File: config.mk
export PLATFORM = sky130hd
export DESIGN_NAME = button_click_long_repeat_unit
export DESIGN_NICKNAME = d
export VERILOG_FILES = /design/src/rtl/bclr_pkg.sv /design/src/rtl/button_click_long_repeat_unit.sv /design/src/rtl/bclr_cfg_regs.sv /design/src/rtl/bclr_in_reg.sv /design/src/rtl/bclr_core.sv
export SDC_FILE = /design/constraint.sdc
export NUM_CORES = 1
export LEC_CHECK = 0
export ABC_AREA = 1
export BUFFER_PORTS_ARGS = -buffer_cell sky130_fd_sc_hd__buf_2
export CAP_MARGIN = 10
export CORE_MARGIN = 2
export CORE_UTILIZATION = 60
export CTS_CLUSTER_DIAMETER = 50
export DETAILED_ROUTE_END_ITERATION = 7
export GPL_TIMING_DRIVEN = 0
export HOLD_SLACK_MARGIN = 0.03
export PLACE_DENSITY = 0.79
export SLEW_MARGIN = 25
export SYNTH_ARGS = -nofsm -noshare
export SYNTH_HDL_FRONTEND = slang
export SYNTH_SLANG_ARGS = --single-unit
File: constraint.sdc
create_clock -name clk -period 10.55 [get_ports clk]
set_clock_uncertainty 0.15 [all_clocks]
set_input_delay 1.055 -clock clk [delete_from_list [all_inputs] [get_ports clk]]
set_output_delay 1.055 -clock clk [all_outputs]
set_load 0.005 [all_outputs]
File: src/rtl/bclr_pkg.sv
`default_nettype none
package bclr_pkg;

  // Field widths
  localparam int unsigned TIME_W  = 32;
  localparam int unsigned CFG_W   = 16;
  localparam int unsigned COUNT_W = 8;
  localparam int unsigned IDX_W   = 2;

  // Stream word widths (fields padded up to whole bytes)
  localparam int unsigned IN_DATA_W  = 40;
  localparam int unsigned OUT_DATA_W = 16;

  // Register indexes on the config port
  localparam logic [IDX_W-1:0] REG_MULTI_WINDOW = 2'd0;
  localparam logic [IDX_W-1:0] REG_LONG_PRESS   = 2'd1;
  localparam logic [IDX_W-1:0] REG_REPEAT       = 2'd2;

  // Register reset values
  localparam logic [CFG_W-1:0] MULTI_WINDOW_RST = 16'd500;
  localparam logic [CFG_W-1:0] LONG_PRESS_RST   = 16'd1000;
  localparam logic [CFG_W-1:0] REPEAT_RST       = 16'd200;

  // Button levels (active low)
  localparam logic LEVEL_PRESSED  = 1'b0;
  localparam logic LEVEL_RELEASED = 1'b1;

  typedef struct packed {
    logic [CFG_W-1:0] multi_window_ms;
    logic [CFG_W-1:0] long_press_ms;
    logic [CFG_W-1:0] repeat_ms;
  } cfg_t;

  typedef struct packed {
    logic [TIME_W-1:0] now_ms;
    logic              button_level;
  } in_item_t;

  typedef struct packed {
    logic               repeating;
    logic               long_held;
    logic [COUNT_W-1:0] click_count;
    logic               level;
    logic               event_res;
  } out_item_t;

endpackage
`default_nettype wire

File: src/rtl/button_click_long_repeat_unit.sv
// A word accepted on s_axis reaches m_axis through the input register, then the result
//   register; the state update happens on the edge that loads the result.
// Throughput: one word per cycle; s_tready falls only while both registers hold words
//   and m_tready is low. Config writes never wait (cfg_ready is always high).
// Reset (rst, synchronous): both registers empty, button released, count and flags clear,
//   timers zero, config registers return to 500/1000/200 ms.
`default_nettype none
module button_click_long_repeat_unit (
  input  wire logic                            clk,
  input  wire logic                            rst,
  // s_tdata: [0] button_level, [32:1] now_ms, [39:33] zero
  input  wire logic                            s_tvalid,
  output logic                                 s_tready,
  input  wire logic [bclr_pkg::IN_DATA_W-1:0]  s_tdata,
  // m_tdata: [0] event_res, [1] level, [9:2] click_count, [10] long_held,
  //          [11] repeating, [15:12] zero
  output logic                                 m_tvalid,
  input  wire logic                            m_tready,
  output logic [bclr_pkg::OUT_DATA_W-1:0]      m_tdata,
  input  wire logic                            cfg_valid,
  output logic                                 cfg_ready,
  input  wire logic [bclr_pkg::IDX_W-1:0]      cfg_index,
  input  wire logic [bclr_pkg::CFG_W-1:0]      cfg_data
);

  bclr_pkg::cfg_t      cfg;
  bclr_pkg::in_item_t  s_item;
  bclr_pkg::in_item_t  q_item;
  bclr_pkg::out_item_t r_item;
  logic                q_valid;
  logic                q_ready;

  // Unpack and pack stream words
  assign s_item  = s_tdata[$bits(bclr_pkg::in_item_t)-1:0];
  assign m_tdata = {{(bclr_pkg::OUT_DATA_W-$bits(bclr_pkg::out_item_t)){1'b0}}, r_item};

  assign cfg_ready = 1'b1;

  bclr_cfg_regs u_cfg (
    .clk       (clk),
    .rst       (rst),
    .cfg_valid (cfg_valid),
    .cfg_index (cfg_index),
    .cfg_data  (cfg_data),
    .cfg       (cfg)
  );

  bclr_in_reg u_in (
    .clk     (clk),
    .rst     (rst),
    .s_valid (s_tvalid),
    .s_ready (s_tready),
    .s_item  (s_item),
    .q_valid (q_valid),
    .q_ready (q_ready),
    .q_item  (q_item)
  );

  bclr_core u_core (
    .clk     (clk),
    .rst     (rst),
    .cfg     (cfg),
    .q_valid (q_valid),
    .q_ready (q_ready),
    .q_item  (q_item),
    .r_valid (m_tvalid),
    .r_ready (m_tready),
    .r_item  (r_item)
  );

endmodule
`default_nettype wire

File: src/rtl/bclr_cfg_regs.sv
`default_nettype none
module bclr_cfg_regs (
  input  wire logic                       clk,
  input  wire logic                       rst,
  input  wire logic                       cfg_valid,
  input  wire logic [bclr_pkg::IDX_W-1:0] cfg_index,
  input  wire logic [bclr_pkg::CFG_W-1:0] cfg_data,
  output bclr_pkg::cfg_t                  cfg
);

  // Write one register per word; unknown indexes drop
  always_ff @(posedge clk) begin
    if (rst) begin
      cfg.multi_window_ms <= bclr_pkg::MULTI_WINDOW_RST;
      cfg.long_press_ms   <= bclr_pkg::LONG_PRESS_RST;
      cfg.repeat_ms       <= bclr_pkg::REPEAT_RST;
    end else if (cfg_valid) begin
      unique case (cfg_index)
        bclr_pkg::REG_MULTI_WINDOW: cfg.multi_window_ms <= cfg_data;
        bclr_pkg::REG_LONG_PRESS:   cfg.long_press_ms   <= cfg_data;
        bclr_pkg::REG_REPEAT:       cfg.repeat_ms       <= cfg_data;
        default: ;
      endcase
    end
  end

endmodule
`default_nettype wire

File: src/rtl/bclr_in_reg.sv
`default_nettype none
module bclr_in_reg (
  input  wire logic               clk,
  input  wire logic               rst,
  input  wire logic               s_valid,
  output logic                    s_ready,
  input  wire bclr_pkg::in_item_t s_item,
  output logic                    q_valid,
  input  wire logic               q_ready,
  output bclr_pkg::in_item_t      q_item
);

  // Take a new word whenever the held one leaves or the slot is empty
  assign s_ready = !q_valid || q_ready;

  always_ff @(posedge clk) begin
    if (rst) begin
      q_valid <= 1'b0;
    end else if (s_ready) begin
      q_valid <= s_valid;
    end
  end

  // Payload needs no reset
  always_ff @(posedge clk) begin
    if (s_ready && s_valid) begin
      q_item <= s_item;
    end
  end

endmodule
`default_nettype wire

File: src/rtl/bclr_core.sv
`default_nettype none
module bclr_core (
  input  wire logic               clk,
  input  wire logic               rst,
  input  wire bclr_pkg::cfg_t     cfg,
  input  wire logic               q_valid,
  output logic                    q_ready,
  input  wire bclr_pkg::in_item_t q_item,
  output logic                    r_valid,
  input  wire logic               r_ready,
  output bclr_pkg::out_item_t     r_item
);

  logic                               last_level;
  logic [bclr_pkg::TIME_W-1:0]        hold_start_time;
  logic [bclr_pkg::TIME_W-1:0]        group_start_time;
  logic [bclr_pkg::COUNT_W-1:0]       press_count;
  logic                               long_flag;
  logic                               repeat_flag;

  logic                               last_level_next;
  logic [bclr_pkg::TIME_W-1:0]        hold_start_time_next;
  logic [bclr_pkg::TIME_W-1:0]        group_start_time_next;
  logic [bclr_pkg::COUNT_W-1:0]       press_count_next;
  logic                               long_flag_next;
  logic                               repeat_flag_next;
  logic                               event_next;

  logic [bclr_pkg::TIME_W-1:0]        hold_elapsed;
  logic [bclr_pkg::TIME_W-1:0]        group_elapsed;
  logic [bclr_pkg::CFG_W-1:0]         hold_limit;
  logic                               hold_due;
  logic                               group_expired;
  logic                               advance;

  // Move an item through when the result slot is free or draining
  assign q_ready = !r_valid || r_ready;
  assign advance = q_valid && q_ready;

  // Wrapping elapsed times and the single hold threshold in use
  assign hold_elapsed  = q_item.now_ms - hold_start_time;
  assign group_elapsed = q_item.now_ms - group_start_time;
  assign hold_limit    = long_flag ? cfg.repeat_ms : cfg.long_press_ms;
  assign hold_due      = hold_elapsed > {{(bclr_pkg::TIME_W-bclr_pkg::CFG_W){1'b0}}, hold_limit};
  assign group_expired =
    group_elapsed > {{(bclr_pkg::TIME_W-bclr_pkg::CFG_W){1'b0}}, cfg.multi_window_ms};

  // Next state for the sample in the input register
  always_comb begin
    last_level_next       = last_level;
    hold_start_time_next  = hold_start_time;
    group_start_time_next = group_start_time;
    press_count_next      = press_count;
    long_flag_next        = long_flag;
    repeat_flag_next      = repeat_flag;
    event_next            = 1'b0;
    if (q_item.button_level != last_level) begin
      last_level_next = q_item.button_level;
      event_next      = 1'b1;
      if (q_item.button_level == bclr_pkg::LEVEL_PRESSED) begin
        hold_start_time_next = q_item.now_ms;
        if (group_expired) begin
          group_start_time_next = q_item.now_ms;
          press_count_next      = {{(bclr_pkg::COUNT_W-1){1'b0}}, 1'b1};
        end else begin
          press_count_next = press_count + 1'b1;
        end
      end else begin
        hold_start_time_next = '0;
        long_flag_next       = 1'b0;
        repeat_flag_next     = 1'b0;
      end
    end else if (q_item.button_level == bclr_pkg::LEVEL_PRESSED && hold_due) begin
      // Long press first, then repeats on the same timer
      hold_start_time_next = q_item.now_ms;
      event_next           = 1'b1;
      if (long_flag) begin
        repeat_flag_next = 1'b1;
      end else begin
        long_flag_next = 1'b1;
      end
    end
  end

  // Hold state and result valid
  always_ff @(posedge clk) begin
    if (rst) begin
      last_level       <= bclr_pkg::LEVEL_RELEASED;
      hold_start_time  <= '0;
      group_start_time <= '0;
      press_count      <= '0;
      long_flag        <= 1'b0;
      repeat_flag      <= 1'b0;
      r_valid          <= 1'b0;
    end else begin
      if (advance) begin
        last_level       <= last_level_next;
        hold_start_time  <= hold_start_time_next;
        group_start_time <= group_start_time_next;
        press_count      <= press_count_next;
        long_flag        <= long_flag_next;
        repeat_flag      <= repeat_flag_next;
      end
      if (q_ready) begin
        r_valid <= q_valid;
      end
    end
  end

  // Result payload
  always_ff @(posedge clk) begin
    if (advance) begin
      r_item.event_res   <= event_next;
      r_item.level       <= last_level_next;
      r_item.click_count <= press_count_next;
      r_item.long_held   <= long_flag_next;
      r_item.repeating   <= repeat_flag_next;
    end
  end

endmodule
`default_nettype wire

==> impl_metrics.tcl, run 1 <==
set metrics [dict create \
    final_util_pct 67.3 \
    crit_path_max_incr_delay_ns 0.51 \
    drt-pass1-iter-count 6 \
    fin_crit_sh_pct 43.6 \
    grt.overflow.total 0 \
    p_per_area_nw_per_um2 139 \
    ant_nets 0 \
    path_common_cell "nand2_1" \
    synth.largest_area_cell "dfxtp_1" \
    wl_per_cell_um 14.8 \
    ir_drop_mv 0.0975 \
    ctsHoldBuffers 0 \
    grt_max_degree 34 \
    setup_tns_ns 0 \
    root_buffer "clkbuf_16" \
    post-cts-setup-buffers 0 \
    synth_area_leaders "dfxtp_1, nand2_1, edfxtp_1, ha_1, inv_1" \
    stdcell_area_sq_um 13600 \
    p_sw_uw 643 \
    p_leak_uw 0.00683 \
    swShare_pct 34.1 \
    io_pins 82 \
    crit_required_ns 10.75 \
    clock-sinks 170 \
    synth_area_sq_um 12300 \
    cts_max_level 4 \
    worstMarginPinSlew_ns 0.975 \
    ff2ff_setup_slack_ns 5.95 \
    diodes 0 \
    start_kind "flop" \
    ys_seq_elements 170 \
    synthFlopType "dfxtp_1" \
    ys_seq_area_share_pct 31.3 \
    vias 11900 \
    synth_largest_type_area_fraction_pct 20.4 \
    start_util_pct 61.0 \
    place_congestion 0.964 \
    antenna_found_initial 0 \
    arrival_ns 4.80 \
    path_cells "inv_1 > fa_1 > o21ai_2 > nand2_1 > nand2_2 > nand2_1 > nand2_1 > xor2_1 > ha_1 > nand4_1 > a21oi_1 > nor2_1 > nand2_1 > nand2_1 > nand3_1 > nor2_1 > nand2_1 > nor2_2 > nand2_2 > nand2_4 > buf_6 > nand2_1 > a21oi_1" \
    fmax_ghz 0.217 \
    fin_nets 2133 \
    hold_slack_ns 0.302 \
    synth-warning-count 0 \
    cts_buffer_depth 2 \
    drt_wl_total_um 33500 \
    post-route-drc-count 0 \
    slew_viol_final 0 \
    drt_iter0_drc 1030 \
    track_usage_pct 31.3 \
    path_class "flop to flop" \
    drive_above_1_share_pct 9.18 \
    pwr-share-clk_pct 33.2 \
    ys_types 45 \
    dieArea_sq_um 21700 \
    grt_pass1_wl_um 54000 \
    avgSynthCellArea_sq_um 6.54 \
    finalHoldViolations 0 \
    cap_viol_max_count 0 \
    path_max_fanout 10 \
    vias_per_cell 5.30 \
    grt_pass1_vias 11000 \
    port_buffers 69 \
    crit_path_end_kind "flop" \
    internal_power_uw 1240 \
    min_period_ns 4.60 \
    sequentialPowerShare_pct 39.0 \
    clkTransAtPathRegs_ns 0.07 \
    status "complete, no violations" \
    clock_latency_ns 0.43 \
    synth_enable_flop_cells 45 \
    placed_area_sq_um 13000 \
    ctsResizeCount 0 \
    rows 52 \
    syn_inst 1879 \
    crit_slowest_cell "fa_1" \
    final.fill_count 1847 \
    setup_viol 0 \
    dp_hpwl_um 26800 \
    relSlewSlack_pct 35.0 \
    cts_tree "built" \
    min_path_type "flop to flop" \
    cts-buffers-inserted 17 \
    core-area_sq_um 20200 \
    synthToLayoutAreaGrowth_pct 10.4 \
    pwr-share-comb_pct 27.9 \
    grt_setup_unrepaired "false" \
    synth-async-reset-ratio_pct 0 \
    die_x_um 147 \
    die_h_um 147 \
]
-- final cells by class --
type                    count  area [sq um]  share of cell area (%)
inverters                 319          1200                    8.82
multi-input cells        1338          6950                    51.2
flip-flops and latches    170          3850                    28.4
repair buffers             69           345                    2.54
clock inverters            10           106                   0.784
clock buffers              22           475                    3.50
well taps                 270           338                    2.49
plain buffers              55           304                    2.24
-- critical path: cells and delay by family (launching register included) --
kind	cells	cell delay (ns)
buffers and inverters	2	0.33
AOI/OAI and AO/OA	3	0.44
adders and majority gates	2	0.82
xor gates and xnor gates	1	0.31
and+or+nand+nor	15	1.97
DFF	1	0.50
-- layer usage --
metal	vias up	part of all wire [%]	track usage [%]	routed length [um]
met5	-	0	0	0
met4	0	2.8	10.7	934
met3	63	7.0	4.69	2330
met2	406	46	52.1	15300
met1	5354	45	41.8	14900
li1	6108	-	-	-
-- layout by cell type (no fill, tap or decap), types with 45 or more instances in the layout --
master      n
buf_2      78
a21oi_1   160
o21ai_0    76
nand3_1   114
ha_1       98
nor2_1    169
edfxtp_1   45
inv_1     307
nand2_1   573
dfxtp_1   125
-- kinds of logic after synthesis --
kind of cell               count (synthesis)  synth area share [%]
AOI/OAI and AO/OA                        257                  10.9
xor gates and xnor gates                  34                  2.42
adders and majority gates                100                  10.3
buffers and inverters                    374                  12.2
DFF                                      170                  31.3
muxes                                      6                 0.488
other                                      2                0.0611
and+or+nand+nor                          936                  32.3
-- path summary, 6_finish.rpt --
check,from,end,cells past startpoint
setup reg to reg,u_in.q_item[2],u_core.group_start_time[31],23
hold reg to reg,u_cfg.cfg[29],u_cfg.cfg[29],2
hold / removal,u_cfg.cfg[29],u_cfg.cfg[29],2
setup / recovery,u_in.q_item[2],u_core.group_start_time[31],23
-- power by group through the flow --
| stage | Combinational (uW) | Clock [uW] | Sequential (uW) |
|---|---|---|---|
| floorplan | 383 | 0 | 739 |
| global placement | 500 | 0 | 747 |
| detailed placement | 513 | 0 | 748 |
| CTS | 518 | 628 | 734 |
| global route | 595 | 651 | 738 |
| finish | 526 | 626 | 735 |
-- state kept, by name, summed over array words and instances, names as in the netlist --
register	flops
u_core.r_item	12
u_in.q_valid	1
u_core.repeat_flag	1
u_core.group_start_time	32
u_core.long_flag	1
u_cfg.cfg	48
u_core.press_count	8
u_core.r_valid	1
u_core.hold_start_time	32
u_core.last_level	1
u_in.q_item	33
-- per-stage QoR --
step / cells / power (uW) / worst slack (ns)
2_1_floorplan: 1882 / 1120 / 7.19
3_3_place_gp: 2221 / 1250 / 6.29
3_5_place_dp: 2221 / 1260 / 6.15
4_1_cts: 2253 / 1880 / 6.11
5_1_grt: 2253 / 1980 / 5.75
6_report: 2253 / 1890 / 5.95
-- cells in the mapped netlist (2+ instances only) --
master	instances
conb_1	2
xor2_1	31
buf_4	5
inv_2	9
nand3_2	21
nor2_2	6
nand2_4	2
a21oi_1	160
mux2i_1	6
buf_2	9
o21ai_0	76
a21o_1	2
clkinv_1	2
nor3_2	3
xnor2_1	3
nand2_1	573
nor3_1	8
and2_1	5
nand2_2	12
clkbuf_1	28
o211ai_1	8
ha_1	98
dfxtp_1	125
fa_1	2
buf_1	4
inv_1	308
o21bai_1	3
edfxtp_1	45
nand3b_1	3
o21ai_2	2
nor2_1	169
buf_6	9
nand4_1	12
nand3_1	114
nor4_1	2
o21a_1	3
(Power assumes the default switching activity.)
==> inputs of run 2 (changes only) <==
==> constraint.sdc (replaced) <==
create_clock -name clk -period 4.4 [get_ports clk]
set_clock_uncertainty 0.15 [all_clocks]
set_input_delay 0.44 -clock clk [delete_from_list [all_inputs] [get_ports clk]]
set_output_delay 0.44 -clock clk [all_outputs]
set_load 0.005 [all_outputs]
==> impl_metrics.tcl, run 2 (synthesized netlist as in run 1, its figures left out) <==
set metrics [dict create \
    final.fill_count 1792 \
    cts_tree "built" \
    path_max_fanout 10 \
    worstMarginPinSlew_ns 0.967 \
    finalHoldViolations 0 \
    arrival_ns 4.44 \
    setup_viol 0 \
    stdcell_area_sq_um 14000 \
    path_cells "ha_2 > nand2_1 > nor2_2 > inv_1 > nor3_2 > nand2_1 > nand2_1 > xor2_2 > ha_1 > a21oi_1 > o21ai_0 > nor2_1 > nand2_1 > nand2_1 > nand3_1 > nor2_1 > nand2_1 > nor2_4 > nand2_4 > nand2_4 > buf_6 > nand2_1 > a21oi_1" \
    clock_latency_ns 0.44 \
    relSlewSlack_pct 35.5 \
    fin_nets 2157 \
    worst_slack_ns 0.158 \
    vias_per_cell 5.30 \
    cts_max_level 4 \
    final_cell_mix "nand2_1, inv_1, nor2_1" \
    grt_setup_unrepaired "false" \
    cap_viol_max_count 0 \
    clock-sinks 170 \
    min_period_ns 4.24 \
    critical_path_buf_inv_count 2 \
    diodes 0 \
    grt_max_degree 34 \
    path_common_cell "nand2_1" \
    layout_commonest_cell "nand2_1" \
    pre_cts_ws_ns 0.00388 \
    p_leak_uw 0.00697 \
    crit_path_max_incr_delay_ns 0.54 \
    top_register "u_cfg.cfg" \
    grt_pass1_wl_um 54500 \
    grt.overflow.total 0 \
    p_per_area_nw_per_um2 328 \
    place_congestion 0.964 \
    root_buffer "clkbuf_16" \
    core-area_sq_um 20200 \
    drt_iter0_drc 1083 \
    setup_tns_ns 0 \
    wl_per_cell_um 15.0 \
    drive_above_1_share_pct 10.6 \
    die_x_um 147 \
    crit_required_ns 4.60 \
    crit_slowest_cell "edfxtp_1" \
    die_h_um 147 \
    drt-pass1-iter-count 5 \
    dieArea_sq_um 21700 \
    placed_area_sq_um 13000 \
    post-route-drc-count 0 \
    fin_crit_sh_pct 96.4 \
    cts_buffer_depth 2 \
    crit_path_end_kind "flop" \
    multi_input_comb_area_sq_um 7120 \
    cpLargestDelayFamily "simple AND/OR/NAND/NOR gates" \
    ant_nets 0 \
    io_pins 82 \
    drt_wl_total_um 34100 \
    synthToLayoutAreaGrowth_pct 13.5 \
    ir_drop_mv 0.241 \
    largest_reg_flops 48 \
    min_path_type "input port to flop" \
    p_total_uw 4580 \
    slew_viol_final 0 \
    track_usage_pct 31.6 \
    reg.largest.list "u_cfg.cfg (48), u_in.q_item (33)" \
    ff2ff_setup_slack_ns 0.16 \
    grt_pass1_vias 11200 \
    seq_area_sq_um 3850 \
    rows 52 \
    fmax_ghz 0.236 \
    antenna_found_initial 0 \
    dp_hpwl_um 26800 \
    port_buffers 69 \
    path_class "flop to flop" \
    vias 12100 \
    status "complete, no violations" \
    start_kind "flop" \
    cts-buffers-inserted 17 \
    clkTransAtPathRegs_ns 0.06 \
    start_util_pct 61.0 \
]
[run 2: changes by cell type in the layout (fill, tap and decap cells not counted), moves of 6 or more]
cell / previous run / this run
xor2_2: 0 / 6
dlygate4sd3_1: 0 / 14
xor2_1: 31 / 25
buf_4: 5 / 15
ha_1: 98 / 88
ha_4: 0 / 7
[run 2: what timing repair did]
item / in CTS / in global routing
hold buffers: 14 / 0
setup endpoints to repair: 13 / 77
resized for setup: 1 / 26
buffers inserted: 0 / 10
pin swaps: 0 / 2
endpoints found under the hold margin: 14 / 0
[run 2: worst reg2reg max path, stage by stage, from the launching register on]
cell	delay [ns]
edfxtp_1	0.54
ha_2	0.46
nand2_1	0.11
nor2_2	0.20
inv_1	0.12
nor3_2	0.11
nand2_1	0.07
nand2_1	0.17
xor2_2	0.22
ha_1	0.30
a21oi_1	0.14
o21ai_0	0.09
nor2_1	0.12
nand2_1	0.06
nand2_1	0.16
nand3_1	0.10
nor2_1	0.10
nand2_1	0.09
nor2_4	0.20
nand2_4	0.15
nand2_4	0.15
buf_6	0.15
nand2_1	0.08
a21oi_1	0.14
[run 2: final timing paths]
check / start / end / cells after the start
max reg2reg: u_in.q_item[15] / u_core.group_start_time[31] / 23
min: s_tdata[11] / u_in.q_item[11] / 1
max: u_in.q_item[15] / u_core.group_start_time[31] / 23
min reg2reg: u_cfg.cfg[29] / u_cfg.cfg[29] / 2
[run 2: stage by stage]
stage / cells / util, % / hold WS, ns
floorplan: 1882 / - / 0.274
global placement: 2221 / 64.4 / 0.289
detailed placement: 2221 / 64.4 / 0.298
CTS: 2267 / 68.0 / 0.0304
global route: 2277 / 69.2 / 0.0302
finish: 2277 / 69.2 / 0.0350
[run 2: layout make-up]
| class | instances | share of cell area [%] |
|---|---|---|
| Buffer | 55 | 2.18 |
| Clock buffer | 22 | 3.41 |
| Clock inverter | 10 | 0.762 |
| Inverter | 319 | 8.58 |
| Multi-Input combinational cell | 1338 | 51.0 |
| Sequential cell | 170 | 27.6 |
| Tap cell | 270 | 2.42 |
| Timing Repair Buffer | 93 | 4.02 |
[run 2: where the power goes]
| group | total (uW) | internal (uW) | switching (uW) |
|---|---|---|---|
| sequential | 1760 | 1700 | 64.6 |
| clock | 1500 | 840 | 665 |
| combinational | 1310 | 476 | 837 |
[run 2: per-layer routing]
| metal | vias up | wire length, um | GRT usage (%) |
|---|---|---|---|
| met5 | - | 0 | 0 |
| met2 | 446 | 15700 | 52.7 |
| met3 | 67 | 2420 | 4.88 |
| met1 | 5409 | 14900 | 41.9 |
| li1 | 6144 | - | - |
| met4 | 0 | 1000 | 11.3 |
==> inputs of run 3 (changes only) <==
--- a/config.mk
+++ b/config.mk
@@ -9,12 +9,12 @@
 export BUFFER_PORTS_ARGS = -buffer_cell sky130_fd_sc_hd__buf_2
 export CAP_MARGIN = 10
 export CORE_MARGIN = 2
-export CORE_UTILIZATION = 60
+export CORE_UTILIZATION = 57
 export CTS_CLUSTER_DIAMETER = 50
 export DETAILED_ROUTE_END_ITERATION = 7
 export GPL_TIMING_DRIVEN = 0
 export HOLD_SLACK_MARGIN = 0.03
-export PLACE_DENSITY = 0.79
+export PLACE_DENSITY = 0.76
 export SLEW_MARGIN = 25
 export SYNTH_ARGS = -nofsm -noshare
 export SYNTH_HDL_FRONTEND = slang
==> impl_metrics.tcl, run 3 (synthesized netlist as in run 1, its figures left out) <==
set metrics [dict create \
    status "complete, no violations" \
    hold_start "s_tdata[17]" \
    ff2ff_setup_slack_ns 0.13 \
    final_cell_mix "nand2_1, inv_1, nor2_1" \
    diodes 0 \
    crit_required_ns 4.57 \
    path_class "flop to flop" \
    track_usage_pct 30.6 \
    vias_per_cell 5.25 \
    fmax_ghz 0.234 \
    drt-pass1-iter-count 8 \
    io_pins 82 \
    start_util_pct 58.3 \
    ir_drop_mv 0.264 \
    root_buffer "clkbuf_16" \
    place_inst 2226 \
    die_x_um 151 \
    clock_latency_ns 0.43 \
    setup_viol 0 \
    core-area_sq_um 21100 \
    cts_max_level 4 \
    largest_reg_flops 48 \
    grt_pass1_vias 11000 \
    fin_cells 2286 \
    relSlewSlack_pct 40.8 \
    place_congestion 0.944 \
    min_period_ns 4.27 \
    antenna_found_initial 0 \
    final_util_pct 66.2 \
    wl_per_cell_um 15.1 \
    reg.largest.list "u_cfg.cfg (48), u_in.q_item (33)" \
    setup_tns_ns 0 \
    rr_startpoint "u_in.q_item[1]" \
    start_kind "flop" \
    die_h_um 151 \
    layout_commonest_cell "nand2_1" \
    holdPathEnd "u_in.q_item[17]" \
    min_path_type "input port to flop" \
    grt.overflow.total 0 \
    ant_nets 0 \
    drt_iter0_drc 898 \
    drive_above_1_share_pct 9.85 \
    p_per_area_nw_per_um2 329 \
    clock-sinks 170 \
    rr_worst_depth 26 \
    grt_max_degree 34 \
    cts_tree "built" \
    clkTransAtPathRegs_ns 0.07 \
    arrival_ns 4.44 \
    port_buffers 69 \
    worstMarginPinSlew_ns 0.882 \
    cts-buffers-inserted 17 \
    rows 53 \
    synthToLayoutAreaGrowth_pct 13.5 \
    path_max_fanout 10 \
    cap_viol_max_count 0 \
    slew_viol_final 0 \
    finalHoldViolations 0 \
    cts_buffer_depth 2 \
    post-route-drc-count 0 \
    whs_path_depth 1 \
    crit_path_end_kind "flop" \
    dp_hpwl_um 27000 \
    r2r-end "u_core.hold_start_time[30]" \
    drt_wl_total_um 34500 \
    grt_pass1_wl_um 54300 \
    top_register "u_cfg.cfg" \
    fin_crit_sh_pct 97.0 \
    dieArea_sq_um 22800 \
    vias 12000 \
    p_leak_uw 0.00700 \
    fin_nets 2161 \
]
run 3: changes by cell type in the layout (fill, tap and decap cells not counted), sizes merged:
cell         delta
dlygate4sd3    +11
buf             -8
bufinv          -1
clkbuf          +1
clkinv          +1
clkinvlp        -1
inv             +1
run 3: metal layers:
layer / wire length [um] / up-vias / GRT usage, %
li1: - / 6141 / -
met2: 15900 / 375 / 50.9
met3: 2350 / 51 / 4.91
met5: 0 / - / 0
met4: 827 / 0 / 9.11
met1: 15400 / 5431 / 40.9
run 3: where the power goes:
part | total, uW | switching, uW | internal, uW | leakage [uW]
Combinational | 1290 | 828 | 467 | 0.00524
Sequential | 1760 | 65.3 | 1700 | 0.00146
Clock | 1530 | 692 | 841 | 0.000298
Total | 4590 | 1590 | 3000 | 0.00700
run 3: worst max path at each step:
stage                                from                          end  slack (ns)
after global placement     u_in.q_item[1]  u_core.group_start_time[30]        0.16
after detailed placement   u_in.q_item[1]   u_core.group_start_time[7]      -0.007
after global routing      u_in.q_item[14]   u_core.hold_start_time[14]       -0.06
final                      u_in.q_item[1]   u_core.hold_start_time[30]        0.13
after floorplan            u_in.q_item[1]    u_core.hold_start_time[0]        1.04
after CTS                  u_in.q_item[1]   u_core.group_start_time[7]         0.1
run 3: critical path, stage by stage (launching register included):
cell      delay [ns]
edfxtp_1        0.39
inv_1           0.09
ha_1            0.23
fa_1            0.41
inv_1           0.13
nand2_1         0.07
nand3_1         0.16
nand2_1         0.10
nand2_2         0.13
xor2_2          0.19
ha_1            0.26
nand2_1         0.11
o21ai_0         0.10
a21oi_1         0.18
nand2_1         0.10
nand2_1         0.14
nand3_1         0.12
nor2_1          0.12
nand2_1         0.09
nor2_2          0.10
nand2_2         0.09
nand2_2         0.07
nand2_2         0.08
buf_6           0.17
buf_6           0.15
a21oi_1         0.15
nor2_1          0.07
run 3: per-stage QoR:
step	hold slack (ns)	setup slack [ns]	cell area, sq um	total power, uW
after CTS	0.0301	0.0969	13800	4550
after global placement	0.288	0.161	13000	2990
after global routing	0.0235	-0.0627	14000	4830
final	0.0322	0.133	14000	4590
after detailed placement	0.295	-0.00703	13000	3020
after floorplan	0.274	1.04	12300	2690
run 3: area by class of cell:
| class | instances | area, sq um |
|---|---|---|
| clock inverter | 10 | 96.3 |
| timing repair buffer | 97 | 618 |
| sequential | 170 | 3850 |
| buffer | 55 | 305 |
| inverter | 319 | 1200 |
| clock buffer | 22 | 507 |
| multi-input combinational | 1338 | 7040 |
| tap | 275 | 344 |
| fill | 1967 | 7130 |
run 3: what timing repair did:
| action | CTS | global route |
|---|---|---|
| endpoints found under the hold margin | 18 | 7 |
| resized for setup | 1 | 13 |
| pin swaps | 0 | 1 |
| setup buffers | 0 | 3 |
| hold buffers | 18 | 7 |
| endpoints found under the setup margin | 9 | 76 |
